File: config.mk
export PLATFORM = sky130hd
export DESIGN_NAME = integer_to_radix_text
export DESIGN_NICKNAME = d
export VERILOG_FILES = /design/src/design/itrt_pkg.sv /design/src/design/itrt_ctrl.sv /design/src/design/itrt_dp.sv /design/src/design/integer_to_radix_text.sv
export SDC_FILE = /design/constraint.sdc
export NUM_CORES = 1
export LEC_CHECK = 0
export BUFFER_PORTS_ARGS = -buffer_cell sky130_fd_sc_hd__buf_4
export CORE_UTILIZATION = 35
export CTS_CLUSTER_SIZE = 12
export DETAILED_ROUTE_END_ITERATION = 7
export GPL_ROUTABILITY_DRIVEN = 1
export PLACE_DENSITY = 0.53
export SLEW_MARGIN = 40
export SYNTH_ARGS = -nofsm -noshare
export SYNTH_HDL_FRONTEND = slang
export SYNTH_HIERARCHICAL = 1
export SYNTH_SLANG_ARGS = --single-unit
File: constraint.sdc
create_clock -name clk -period 19.4 [get_ports clk]
set_input_delay 0.97 -clock clk [delete_from_list [all_inputs] [get_ports clk]]
set_output_delay 0.97 -clock clk [all_outputs]
set_load 0.005 [all_outputs]
File: src/design/itrt_pkg.sv
// Shared types, constants and helpers for the integer to radix text block.
// Used by itrt_ctrl, itrt_dp and integer_to_radix_text. No dependencies.
package itrt_pkg;

  // Widths fixed by the register and field layout
  localparam int RADIX_W    = 5;
  localparam int DIGIT_W    = 4;
  localparam int SYM_W      = 8;
  localparam int NUM_SYMS   = 16;
  localparam int CFG_IDX_W  = 2;
  localparam int CFG_DATA_W = 64;

  // Defaults for the top-level parameters
  localparam int DEF_VALUE_BITS = 32;
  localparam int DEF_MAX_BASE   = 16;

  // Dividend bits consumed per divider cycle
  localparam int STEP_BITS = 8;

  // Configuration register indexes
  localparam logic [CFG_IDX_W-1:0] REG_BASE_SIZE    = 2'd0;
  localparam logic [CFG_IDX_W-1:0] REG_SYMBOLS_LOW  = 2'd1;
  localparam logic [CFG_IDX_W-1:0] REG_SYMBOLS_HIGH = 2'd2;

  // Character codes and the printable range allowed for digit symbols
  localparam logic [SYM_W-1:0] CH_PLUS  = 8'h2B;
  localparam logic [SYM_W-1:0] CH_MINUS = 8'h2D;
  localparam logic [SYM_W-1:0] SYM_MIN  = 8'd33;
  localparam logic [SYM_W-1:0] SYM_MAX  = 8'd126;

  // Commands from the controller to the datapath
  typedef struct packed {
    logic start;       // latch a new value and clear the counters
    logic chk_next;    // move the symbol check to the next symbol
    logic div_step;    // run one divider step
    logic load_sign;   // put the minus sign in the output register
    logic pop;         // read the top of the digit stack
    logic load_digit;  // put the popped digit's symbol in the output register
  } itrt_cmd_t;

  // Status from the datapath to the controller
  typedef struct packed {
    logic chk_fail;    // radix or current symbol is not acceptable
    logic chk_done;    // current symbol is the last one in use
    logic chunk_last;  // this divider cycle finishes one digit
    logic div_end;     // quotient is zero or the stack is full
    logic negative;    // value being converted is negative
    logic stack_empty; // no digits left on the stack
    logic out_free;    // output register can take a new character
  } itrt_stat_t;

  // Pick one symbol byte out of the packed symbol set
  function automatic logic [SYM_W-1:0] sym_byte(
    input logic [NUM_SYMS*SYM_W-1:0] syms,
    input logic [DIGIT_W-1:0]        idx
  );
    sym_byte = syms[idx*SYM_W +: SYM_W];
  endfunction

endpackage

File: src/design/itrt_ctrl.sv
// Controller for the integer to radix text block: check, divide, emit.
// Depends on itrt_pkg for the command and status structs.
module itrt_ctrl (
  input  logic                  clk,
  input  logic                  rst,
  input  logic                  in_valid,
  output logic                  in_stall,
  input  itrt_pkg::itrt_stat_t  stat,
  output itrt_pkg::itrt_cmd_t   cmd
);
  import itrt_pkg::*;

  localparam logic [2:0] S_IDLE  = 3'd0;
  localparam logic [2:0] S_CHECK = 3'd1;
  localparam logic [2:0] S_DIV   = 3'd2;
  localparam logic [2:0] S_SIGN  = 3'd3;
  localparam logic [2:0] S_POP   = 3'd4;
  localparam logic [2:0] S_LOAD  = 3'd5;

  logic [2:0] state;
  logic [2:0] state_next;

  // Accept a new value only when nothing is in progress
  assign in_stall = (state != S_IDLE);

  // Next state and commands
  always_comb begin
    state_next = state;
    cmd        = '0;
    unique case (state)
      S_IDLE: begin
        if (in_valid) begin
          cmd.start  = 1'b1;
          state_next = S_CHECK;
        end
      end
      S_CHECK: begin
        if (stat.chk_fail) begin
          state_next = S_IDLE;
        end else if (stat.chk_done) begin
          state_next = S_DIV;
        end else begin
          cmd.chk_next = 1'b1;
        end
      end
      S_DIV: begin
        cmd.div_step = 1'b1;
        if (stat.chunk_last && stat.div_end) begin
          state_next = stat.negative ? S_SIGN : S_POP;
        end
      end
      S_SIGN: begin
        if (stat.out_free) begin
          cmd.load_sign = 1'b1;
          state_next    = S_POP;
        end
      end
      S_POP: begin
        cmd.pop    = 1'b1;
        state_next = S_LOAD;
      end
      S_LOAD: begin
        if (stat.out_free) begin
          cmd.load_digit = 1'b1;
          state_next     = stat.stack_empty ? S_IDLE : S_POP;
        end
      end
      default: begin
        state_next = S_IDLE;
      end
    endcase
  end

  // Hold state
  always_ff @(posedge clk) begin
    if (rst) begin
      state <= S_IDLE;
    end else begin
      state <= state_next;
    end
  end

endmodule

File: src/design/itrt_dp.sv
// Datapath for the integer to radix text block: symbol check, digit divider,
// digit stack and output register. Depends on itrt_pkg.
module itrt_dp #(
  parameter int VALUE_BITS = itrt_pkg::DEF_VALUE_BITS,
  parameter int MAX_BASE   = itrt_pkg::DEF_MAX_BASE
) (
  input  logic                                          clk,
  input  logic                                          rst,
  input  logic signed [VALUE_BITS-1:0]                  value,
  input  logic [itrt_pkg::RADIX_W-1:0]                  base_size,
  input  logic [itrt_pkg::NUM_SYMS*itrt_pkg::SYM_W-1:0] symbols,
  input  itrt_pkg::itrt_cmd_t                           cmd,
  output itrt_pkg::itrt_stat_t                          stat,
  input  logic                                          out_stall,
  output logic                                          out_valid,
  output logic [itrt_pkg::SYM_W-1:0]                    symbol,
  output logic                                          last
);
  import itrt_pkg::*;

  localparam int CHUNKS = (VALUE_BITS + STEP_BITS - 1) / STEP_BITS;
  localparam int WORK_W = CHUNKS * STEP_BITS;
  localparam int CH_W   = (CHUNKS > 1) ? $clog2(CHUNKS) : 1;
  localparam int CNT_W  = $clog2(VALUE_BITS + 1);
  localparam int ADDR_W = $clog2(VALUE_BITS);

  logic [DIGIT_W-1:0]    chk_idx;
  logic [SYM_W-1:0]      sym_cur;
  logic [DIGIT_W-1:0]    n_minus;
  logic                  size_bad;
  logic                  sym_bad;
  logic                  dup;

  logic [VALUE_BITS-1:0] v_u;
  logic [VALUE_BITS-1:0] mag_in;
  logic                  negative;
  logic [WORK_W-1:0]     work;
  logic [WORK_W-1:0]     work_t;
  logic [DIGIT_W-1:0]    rem;
  logic [DIGIT_W-1:0]    rem_t;
  logic [RADIX_W-1:0]    rem_w;
  logic [CH_W-1:0]       chunk;
  logic                  chunk_last;
  logic [CNT_W-1:0]      count;
  logic [DIGIT_W-1:0]    stack_mem [VALUE_BITS];
  logic [DIGIT_W-1:0]    rd_data;
  logic                  push;

  // Check one symbol per cycle: range, sign characters and repeats
  assign sym_cur  = sym_byte(symbols, chk_idx);
  assign n_minus  = DIGIT_W'(base_size - RADIX_W'(1));
  assign size_bad = (base_size < RADIX_W'(2)) || (base_size > RADIX_W'(MAX_BASE));
  assign sym_bad  = (sym_cur == CH_PLUS) || (sym_cur == CH_MINUS) ||
                    (sym_cur < SYM_MIN) || (sym_cur > SYM_MAX);

  always_comb begin
    dup = 1'b0;
    for (int b = 0; b < NUM_SYMS; b++) begin
      if ((RADIX_W'(b) > {1'b0, chk_idx}) && (RADIX_W'(b) < base_size) &&
          (sym_byte(symbols, DIGIT_W'(b)) == sym_cur)) begin
        dup = 1'b1;
      end
    end
  end

  // Magnitude of the incoming value, most negative value taken as unsigned
  assign v_u    = value;
  assign mag_in = v_u[VALUE_BITS-1] ? (~v_u + 1'b1) : v_u;

  // Restoring division by the radix, STEP_BITS quotient bits per cycle;
  // quotient bits shift into the low end of the work register
  always_comb begin
    work_t = work;
    rem_t  = rem;
    rem_w  = '0;
    for (int i = 0; i < STEP_BITS; i++) begin
      rem_w  = {rem_t, work_t[WORK_W-1]};
      work_t = {work_t[WORK_W-2:0], 1'b0};
      if (rem_w >= base_size) begin
        rem_w     = rem_w - base_size;
        work_t[0] = 1'b1;
      end
      rem_t = rem_w[DIGIT_W-1:0];
    end
  end

  assign chunk_last = (chunk == CH_W'(CHUNKS - 1));
  assign push       = cmd.div_step && chunk_last;

  // Check index, divider and digit count
  always_ff @(posedge clk) begin
    if (rst) begin
      chk_idx  <= '0;
      chunk    <= '0;
      count    <= '0;
      rem      <= '0;
      negative <= 1'b0;
    end else if (cmd.start) begin
      chk_idx  <= '0;
      chunk    <= '0;
      count    <= '0;
      rem      <= '0;
      negative <= v_u[VALUE_BITS-1];
    end else begin
      if (cmd.chk_next) begin
        chk_idx <= chk_idx + 1'b1;
      end
      if (cmd.div_step) begin
        if (chunk_last) begin
          chunk <= '0;
          rem   <= '0;
          count <= count + 1'b1;
        end else begin
          chunk <= chunk + 1'b1;
          rem   <= rem_t;
        end
      end
      if (cmd.pop) begin
        count <= count - 1'b1;
      end
    end
  end

  // Work register: load the magnitude, then hold the running quotient
  always_ff @(posedge clk) begin
    if (cmd.start) begin
      work <= WORK_W'(mag_in);
    end else if (cmd.div_step) begin
      work <= work_t;
    end
  end

  // Digit stack: push the remainder, pop with a registered read
  always_ff @(posedge clk) begin
    if (push) begin
      stack_mem[count[ADDR_W-1:0]] <= rem_t;
    end
    if (cmd.pop) begin
      rd_data <= stack_mem[ADDR_W'(count - 1'b1)];
    end
  end

  // Output register: load a character, drop it once transferred
  always_ff @(posedge clk) begin
    if (rst) begin
      out_valid <= 1'b0;
    end else if (cmd.load_sign || cmd.load_digit) begin
      out_valid <= 1'b1;
    end else if (!out_stall) begin
      out_valid <= 1'b0;
    end
  end

  always_ff @(posedge clk) begin
    if (cmd.load_sign) begin
      symbol <= CH_MINUS;
      last   <= 1'b0;
    end else if (cmd.load_digit) begin
      symbol <= sym_byte(symbols, rd_data);
      last   <= (count == '0);
    end
  end

  // Status back to the controller
  always_comb begin
    stat.chk_fail    = size_bad || sym_bad || dup;
    stat.chk_done    = (chk_idx == n_minus);
    stat.chunk_last  = chunk_last;
    stat.div_end     = (work_t == '0) || (count == CNT_W'(VALUE_BITS - 1));
    stat.negative    = negative;
    stat.stack_empty = (count == '0);
    stat.out_free    = !out_valid || !out_stall;
  end

endmodule

File: src/design/integer_to_radix_text.sv
// Signed integer to text in a configurable radix: top level with the
// configuration registers. Depends on itrt_pkg, itrt_ctrl and itrt_dp.
//
// Usage:
//   Configure base_size (index 0), symbols_low (index 1) and symbols_high
//   (index 2) through write_enable / write_index / write_data while idle.
//   Each value accepted on the input channel (in_valid high, in_stall low)
//   is first checked against the symbol set: radix 2..MAX_BASE, no '+' or
//   '-', every symbol in 33..126 and none repeated. A failed check drops the
//   value with no output. Otherwise the block sends '-' for a negative value,
//   then the digits from most significant to least, one per transfer on the
//   output channel; last marks the final digit.
// Timing:
//   The symbol check steps through the symbols in use one by one (up to
//   16). The divider retires 8 dividend bits per cycle and pushes the
//   digits onto a stack, least significant first. Each character is then
//   read from the stack and loaded into the output register, which waits
//   while the receiver stalls; a minus sign is loaded before the digits.
//   in_stall is high from the transfer of a value until its last
//   character is in the output register or its check fails.
// Reset and stalls:
//   Reset clears the configuration registers, the controller and the output valid flag.
//   While out_stall is high the current character is held unchanged and the
//   block waits before loading another; the final character may still be
//   waiting while the next value is taken in.
module integer_to_radix_text #(
  parameter int VALUE_BITS = itrt_pkg::DEF_VALUE_BITS,
  parameter int MAX_BASE   = itrt_pkg::DEF_MAX_BASE
) (
  input  logic                              clk,
  input  logic                              rst,
  input  logic                              write_enable,
  input  logic [itrt_pkg::CFG_IDX_W-1:0]    write_index,
  input  logic [itrt_pkg::CFG_DATA_W-1:0]   write_data,
  input  logic                              in_valid,
  output logic                              in_stall,
  input  logic signed [VALUE_BITS-1:0]      value,
  output logic                              out_valid,
  input  logic                              out_stall,
  output logic [itrt_pkg::SYM_W-1:0]        symbol,
  output logic                              last
);
  import itrt_pkg::*;

  logic [RADIX_W-1:0]          base_size;
  logic [CFG_DATA_W-1:0]       symbols_low;
  logic [CFG_DATA_W-1:0]       symbols_high;
  itrt_cmd_t                   cmd;
  itrt_stat_t                  stat;

  // Configuration registers
  always_ff @(posedge clk) begin
    if (rst) begin
      base_size    <= '0;
      symbols_low  <= '0;
      symbols_high <= '0;
    end else if (write_enable) begin
      unique case (write_index)
        REG_BASE_SIZE:    base_size    <= write_data[RADIX_W-1:0];
        REG_SYMBOLS_LOW:  symbols_low  <= write_data;
        REG_SYMBOLS_HIGH: symbols_high <= write_data;
        default: ;
      endcase
    end
  end

  itrt_ctrl u_ctrl (
    .clk      (clk),
    .rst      (rst),
    .in_valid (in_valid),
    .in_stall (in_stall),
    .stat     (stat),
    .cmd      (cmd)
  );

  itrt_dp #(
    .VALUE_BITS (VALUE_BITS),
    .MAX_BASE   (MAX_BASE)
  ) u_dp (
    .clk       (clk),
    .rst       (rst),
    .value     (value),
    .base_size (base_size),
    .symbols   ({symbols_high, symbols_low}),
    .cmd       (cmd),
    .stat      (stat),
    .out_stall (out_stall),
    .out_valid (out_valid),
    .symbol    (symbol),
    .last      (last)
  );

  // A character is loaded only when the output register is free
  assert property (@(posedge clk) disable iff (rst)
    (cmd.load_sign || cmd.load_digit) |-> (!out_valid || !out_stall))
    else $error("output register overwritten before transfer");

  // A new value starts only on an input transfer
  assert property (@(posedge clk) disable iff (rst)
    cmd.start |-> (in_valid && !in_stall))
    else $error("conversion started without an input transfer");

  // The minus sign is never marked last
  assert property (@(posedge clk) disable iff (rst)
    cmd.load_sign |=> (out_valid && !last && symbol == CH_MINUS))
    else $error("minus sign marked last or lost");

endmodule

==> reports/results.ini, run 1 <==
[sta]
tns_ns=0
fin_crit_sh=0.734
max_freq_mhz=70.3
finalSetupViolations=0
rsz0062_at_grt=false
period_needed_ns=14.23
tightest_slew_ns=0.840
fin_skew_ns=0.0417
hold_viol=0
relSlewSlack=0.438
slew_viol_final=0

[drt]
m1WireLength_um=23200
route.met3.wl_um=3090
drc=0
met2_length_um=27700
top_layer=met5
drt.antenna.violating_nets=0
vias_per_cell=5.34
wirelength_um=55900
drtIter0Drc=948
dr.pass1.iters=5
wl_per_cell_um=21.7
num_vias=13800

[clock_network]
clk_pin_slew_ns=0.06
htreeDepth=2
cts_setup_buffers=0
cts_made_buffers=38
cts_root_buf=clkbuf_16
ctsResizeCount=0
ctsHoldBuffers=0
numClockSinks=327
cts_tree=built
clockBufferDepth=3
clk_latency_ns=0.59

[critical_path]
crit_path_end_kind=flop
worstPathArrival_ns=14.69
cpMostUsedCell=a21o_1
reg2reg_slack_ns=5.17
path_max_fanout=19
crit_type=flop to flop
start_kind=flop
required_ns=19.86
critPathMaxStageDelay_ns=0.53
slowest_stage=inv_1

[placed_design]
io_buffers=113
place.gp.congestion=0.919
dp_hpwl_um=40300

[cells_and_area]
finalNetCount=1961
drive_above_1_share=0.201
areaGrowthSynthToFinish_pct=12.6
nFillCells=5492

[synthesis]
synth-async-reset-ratio=0
synth_area_um2=20100
syn-num-nets=1906
syn_avg_cell_area_um2=11.6
ys_seq_elements=327
yosysWarnings=6
synthFlopType=edfxtp_1
synth_cell_type_count=89
ys_seq_area_frac=0.407
synthCells=1743
synth_edf_count=164

[run]
cap_violations=0

[status]
status=finished clean

[worst_hold_path]
worstHoldPathType=flop to flop

[die]
die_area_um2=58500
ioPinCount=114
core_um2=56600
initial_core_util=0.356
fp.dieH_um=242
die_w_um=242
fp-row-count=87

[grt]
grt_pass1_wl_um=86600
grt_pass1_vias=14200
gr-usage-all-layers=0.192
grt_max_degree=125
antenna_found_initial=2
grt_overflow_total=0

## cells in the mapped netlist (4+ instances only)
| cell | instances | share of area |
|---|---|---|
| a2111oi_0 | 6 | 0.0026 |
| a211o_1 | 5 | 0.0022 |
| a211oi_1 | 6 | 0.0022 |
| a21o_1 | 22 | 0.0082 |
| a21oi_1 | 55 | 0.014 |
| a31oi_1 | 7 | 0.0022 |
| and2_1 | 4 | 0.0012 |
| buf_1 | 11 | 0.0021 |
| buf_2 | 10 | 0.0025 |
| buf_4 | 17 | 0.0063 |
| buf_6 | 16 | 0.0089 |
| clkbuf_1 | 58 | 0.011 |
| dfxtp_1 | 163 | 0.16 |
| edfxtp_1 | 164 | 0.24 |
| fa_1 | 8 | 0.0080 |
| ha_1 | 52 | 0.032 |
| inv_1 | 36 | 0.0067 |
| mux2_1 | 4 | 0.0022 |
| mux2_2 | 26 | 0.015 |
| mux2i_1 | 168 | 0.083 |
| mux2i_4 | 6 | 0.0067 |
| mux4_2 | 104 | 0.12 |
| nand2_1 | 48 | 0.0089 |
| nand2b_1 | 210 | 0.065 |
| nand3_1 | 21 | 0.0052 |
| nand3b_1 | 12 | 0.0045 |
| nand4_1 | 13 | 0.0040 |
| nor2_1 | 114 | 0.021 |
| nor2b_1 | 16 | 0.0050 |
| nor3_1 | 13 | 0.0032 |
| nor4_1 | 26 | 0.0081 |
| o2111ai_1 | 4 | 0.0017 |
| o21ai_0 | 34 | 0.0084 |
| o22ai_1 | 5 | 0.0016 |
| o31ai_1 | 8 | 0.0030 |
| o41ai_1 | 5 | 0.0022 |
| or2_2 | 5 | 0.0016 |
| or3_1 | 8 | 0.0025 |
| xnor2_1 | 76 | 0.033 |
| xor2_1 | 102 | 0.044 |
## metrics by stage
stage	instance area, um2	hold WS [ns]	cells	util	setup WS (ns)
floorplan	20100	0.444	1743	-	5.62
global placement	21400	0.480	2513	0.378	5.83
detailed placement	21400	0.483	2513	0.379	5.39
CTS	22600	0.501	2577	0.400	5.28
global route	22700	0.523	2578	0.400	4.19
finish	22700	0.499	2579	0.401	5.17
## cell families after synthesis
| group | synth area share |
|---|---|
| adder cells (fa/ha/maj) | 0.0403 |
| XOR/XNOR | 0.0782 |
| AO/OA/AOI/OAI | 0.0640 |
| buffers and inverters | 0.0421 |
| multiplexers | 0.225 |
| flip-flops | 0.407 |
| AND/OR/NAND/NOR | 0.144 |
## registers in the layout, summed over array words and instances, names as in the netlist
name / cells
symbols_high: 64
u_dp/chunk: 2
u_dp/last: 1
u_dp/chk_idx: 4
u_dp/count: 6
u_dp/work: 32
u_dp/stack_mem: 128
u_dp/rd_data: 4
u_dp/rem: 4
u_dp/out_valid: 1
u_dp/negative: 1
u_dp/symbol: 8
u_ctrl/state: 3
symbols_low: 64
base_size: 5
## cell usage in the layout (no fill, tap or decap), drive strengths merged, types with 38 or more instances in the layout
cell type,netlist,final
o21ai,38,38
clkbuf,62,49
nor2,115,115
mux2i,176,176
edfxtp,164,164
mux4,104,104
buf,56,133
xor2,103,103
xnor2,76,76
nand2b,211,211
dfxtp,163,163
inv,37,38
ha,52,52
a21oi,57,57
nand2,48,48
## metal layers
layer | GRT usage | vias to the layer above
met2 | 0.330 | 388
met5 | 0 | -
met1 | 0.241 | 6823
met3 | 0.0316 | 94
met4 | 0.0719 | 2
li1 | - | 6461
## layout make-up
class                      count  area, um2  share of cell area
clock inverter                15        186             0.00822
antenna                        1       2.50            0.000110
timing repair buffer         133       1020              0.0451
tap                          756        946              0.0417
multi-input combinational   1260      11200               0.492
sequential                   327       8190               0.361
inverter                      38        148             0.00651
clock buffer                  49       1020              0.0451
## path summary, 6_finish.rpt
path,from,endpoint,cells past startpoint
worst min register to register,symbols_low[2],symbols_low[2],2
worst max register to register,base_size[1],u_ctrl/state[1],66
worst max-delay path,base_size[1],u_ctrl/state[1],66
worst min-delay path,symbols_low[2],symbols_low[2],2
## worst max-delay path: cells and delay by family (launching register included)
family / cells / cell delay, ns
buffers and inverters: 6 / 1.01
adders and majority gates: 8 / 2.26
and+or+nand+nor: 14 / 2.03
DFF: 1 / 0.30
AOI/OAI and AO/OA: 33 / 6.74
muxes: 5 / 1.74
Power of run 1 is not shown: default switching activity piles up to over one toggle a cycle in this logic, so the estimate is an artifact.
==> run 2: changes to the inputs <==
Clock period 19.4 ns to 13.9 ns, I/O delays scaled along.
==> run 2 against run 1 <==
Effect of this change:
- global-route usage grew 0.052 points
- worst hold slack got worse by 0.080 ns
- worst setup slack worse by 4.3 ns
- non-clock buffer count is 7 higher
- sequential cell count unchanged
- maximum frequency up 9.3%
- via count barely moved
- first-iteration DRC count grew 11%
- cell area is 0.34% higher
- critical path depth unchanged
==> reports/results.ini, run 2 (synthesis results as in run 1) <==
[status]
status=finished clean

[sta]
setup_ws_ns=0.883
relSlewSlack=0.352
tns_ns=0
fin_crit_sh=0.936
finalSetupViolations=0
tightest_slew_ns=0.948
period_needed_ns=13.02
max_freq_mhz=76.8
fin_skew_ns=0.0366
rsz0062_at_grt=false
slew_viol_final=0
hold_viol=0

[die]
ioPinCount=114
initial_core_util=0.356
fp-row-count=87
die_w_um=242
core_um2=56600
die_area_um2=58500
fp.dieH_um=242

[critical_path]
required_ns=14.37
start_kind=flop
reg2reg_depth=66
r2r_start=base_size[2]
crit_type=flop to flop
r2r-end=u_ctrl/state[1]
worstPathArrival_ns=13.48
slowest_stage=dfxtp_4
path_max_fanout=14
critPathMaxStageDelay_ns=0.42
crit_path_end_kind=flop
cpMostUsedCell=a21o_1
crit_buf_inv=7
crit_family=compound AO/OA/AOI/OAI gates
reg2reg_slack_ns=0.88

[drt]
dr.pass1.iters=6
vias_per_cell=5.33
num_vias=13800
wirelength_um=56500
drc=0
wl_per_cell_um=21.9
drt.antenna.violating_nets=0
drtIter0Drc=1048

[clock_network]
ctsHoldBuffers=0
clockBufferDepth=3
htreeDepth=2
clk_latency_ns=0.59
cts_made_buffers=37
cts_root_buf=clkbuf_16
numClockSinks=327
clk_pin_slew_ns=0.07
cts_tree=built

[grt]
grt_pass1_vias=14100
grt_max_degree=79
gr-usage-all-layers=0.192
grt_overflow_total=0
antenna_found_initial=0
grt_pass1_wl_um=86700

[cells_and_area]
areaGrowthSynthToFinish_pct=13.0
final_core_util=0.402
final_cell_mix=208 x nand2b_1, 167 x mux2i_1, 164 x edfxtp_1, 159 x dfxtp_1, 140 x buf_4
drive_above_1_share=0.210
finalNetCount=1967
nFillCells=5505
largest_reg_flops=128
antenna-diode-count=0
final_common_cell=nand2b_1

[run]
cap_violations=0

[worst_hold_path]
hold_path_depth=3
whs_endpoint=symbols_high[26]
min_from=write_data[26]
worstHoldPathType=primary input to flop

[placed_design]
place.gp.congestion=0.901
io_buffers=113
dp_hpwl_um=40600
dp_worst_setup_slack_ns=0.336

==> run 2: cell types whose count changed in the layout (fill, tap and decap cells not counted), sizes merged <==
cell | previous run | this run
clkbuf | 49 | 53
buf | 133 | 140
clkinv | 12 | 11
diode | 1 | 0
bufinv | 2 | 1
==> run 2: how the worst max path moves through the flow <==
| stage | startpoint | end | depth (start not counted) |
|---|---|---|---|
| floorplan | base_size[1] | u_dp/stack_mem[0][3] | 68 |
| global placement | base_size[2] | u_ctrl/state[1] | 65 |
| detailed placement | base_size[2] | u_ctrl/state[1] | 65 |
| CTS | base_size[2] | u_ctrl/state[1] | 65 |
| global route | base_size[2] | u_ctrl/state[1] | 66 |
| finish | base_size[2] | u_ctrl/state[1] | 66 |
==> run 2: cell type report <==
type,instances,area [um2],share of cell area
Clock buffer,53,1050,0.0460
Clock inverter,13,166,0.00731
Inverter,38,148,0.00649
Multi-Input combinational cell,1260,11200,0.492
Sequential cell,327,8200,0.360
Tap cell,756,946,0.0416
Timing Repair Buffer,140,1050,0.0462
==> run 2: what timing repair did <==
item,4_1_cts,5_1_grt
buffers inserted,0,4
endpoints found under the setup margin,0,135
gates resized for setup,0,12
==> run 2: worst register-to-register path, delay by kind of cell (launching register included) <==
family | cells | cell delay (ns)
fa+ha+maj | 8 | 2.07
flops | 1 | 0.42
mux | 6 | 1.97
compound gates | 31 | 6.05
buf+inv | 7 | 0.56
simple gates | 14 | 1.82
==> run 2: metrics by stage <==
step,std cells,hold WS [ns],cell area [um2]
detailed placement,2517,0.485,21500
finish,2587,0.418,22700
global placement,2517,0.481,21400
global route,2587,0.431,22700
floorplan,1743,0.444,20100
CTS,2583,0.394,22700
==> run 2: per-layer routing <==
metal  track usage  vias up  routed length (um)
met3        0.0329       88                2910
met2         0.334      357               28300
met1         0.245     6862               23900
li1              -     6469                   -
met5             0        -                   0
met4        0.0527        0                1380
Power of run 2 is left out for the same reason.
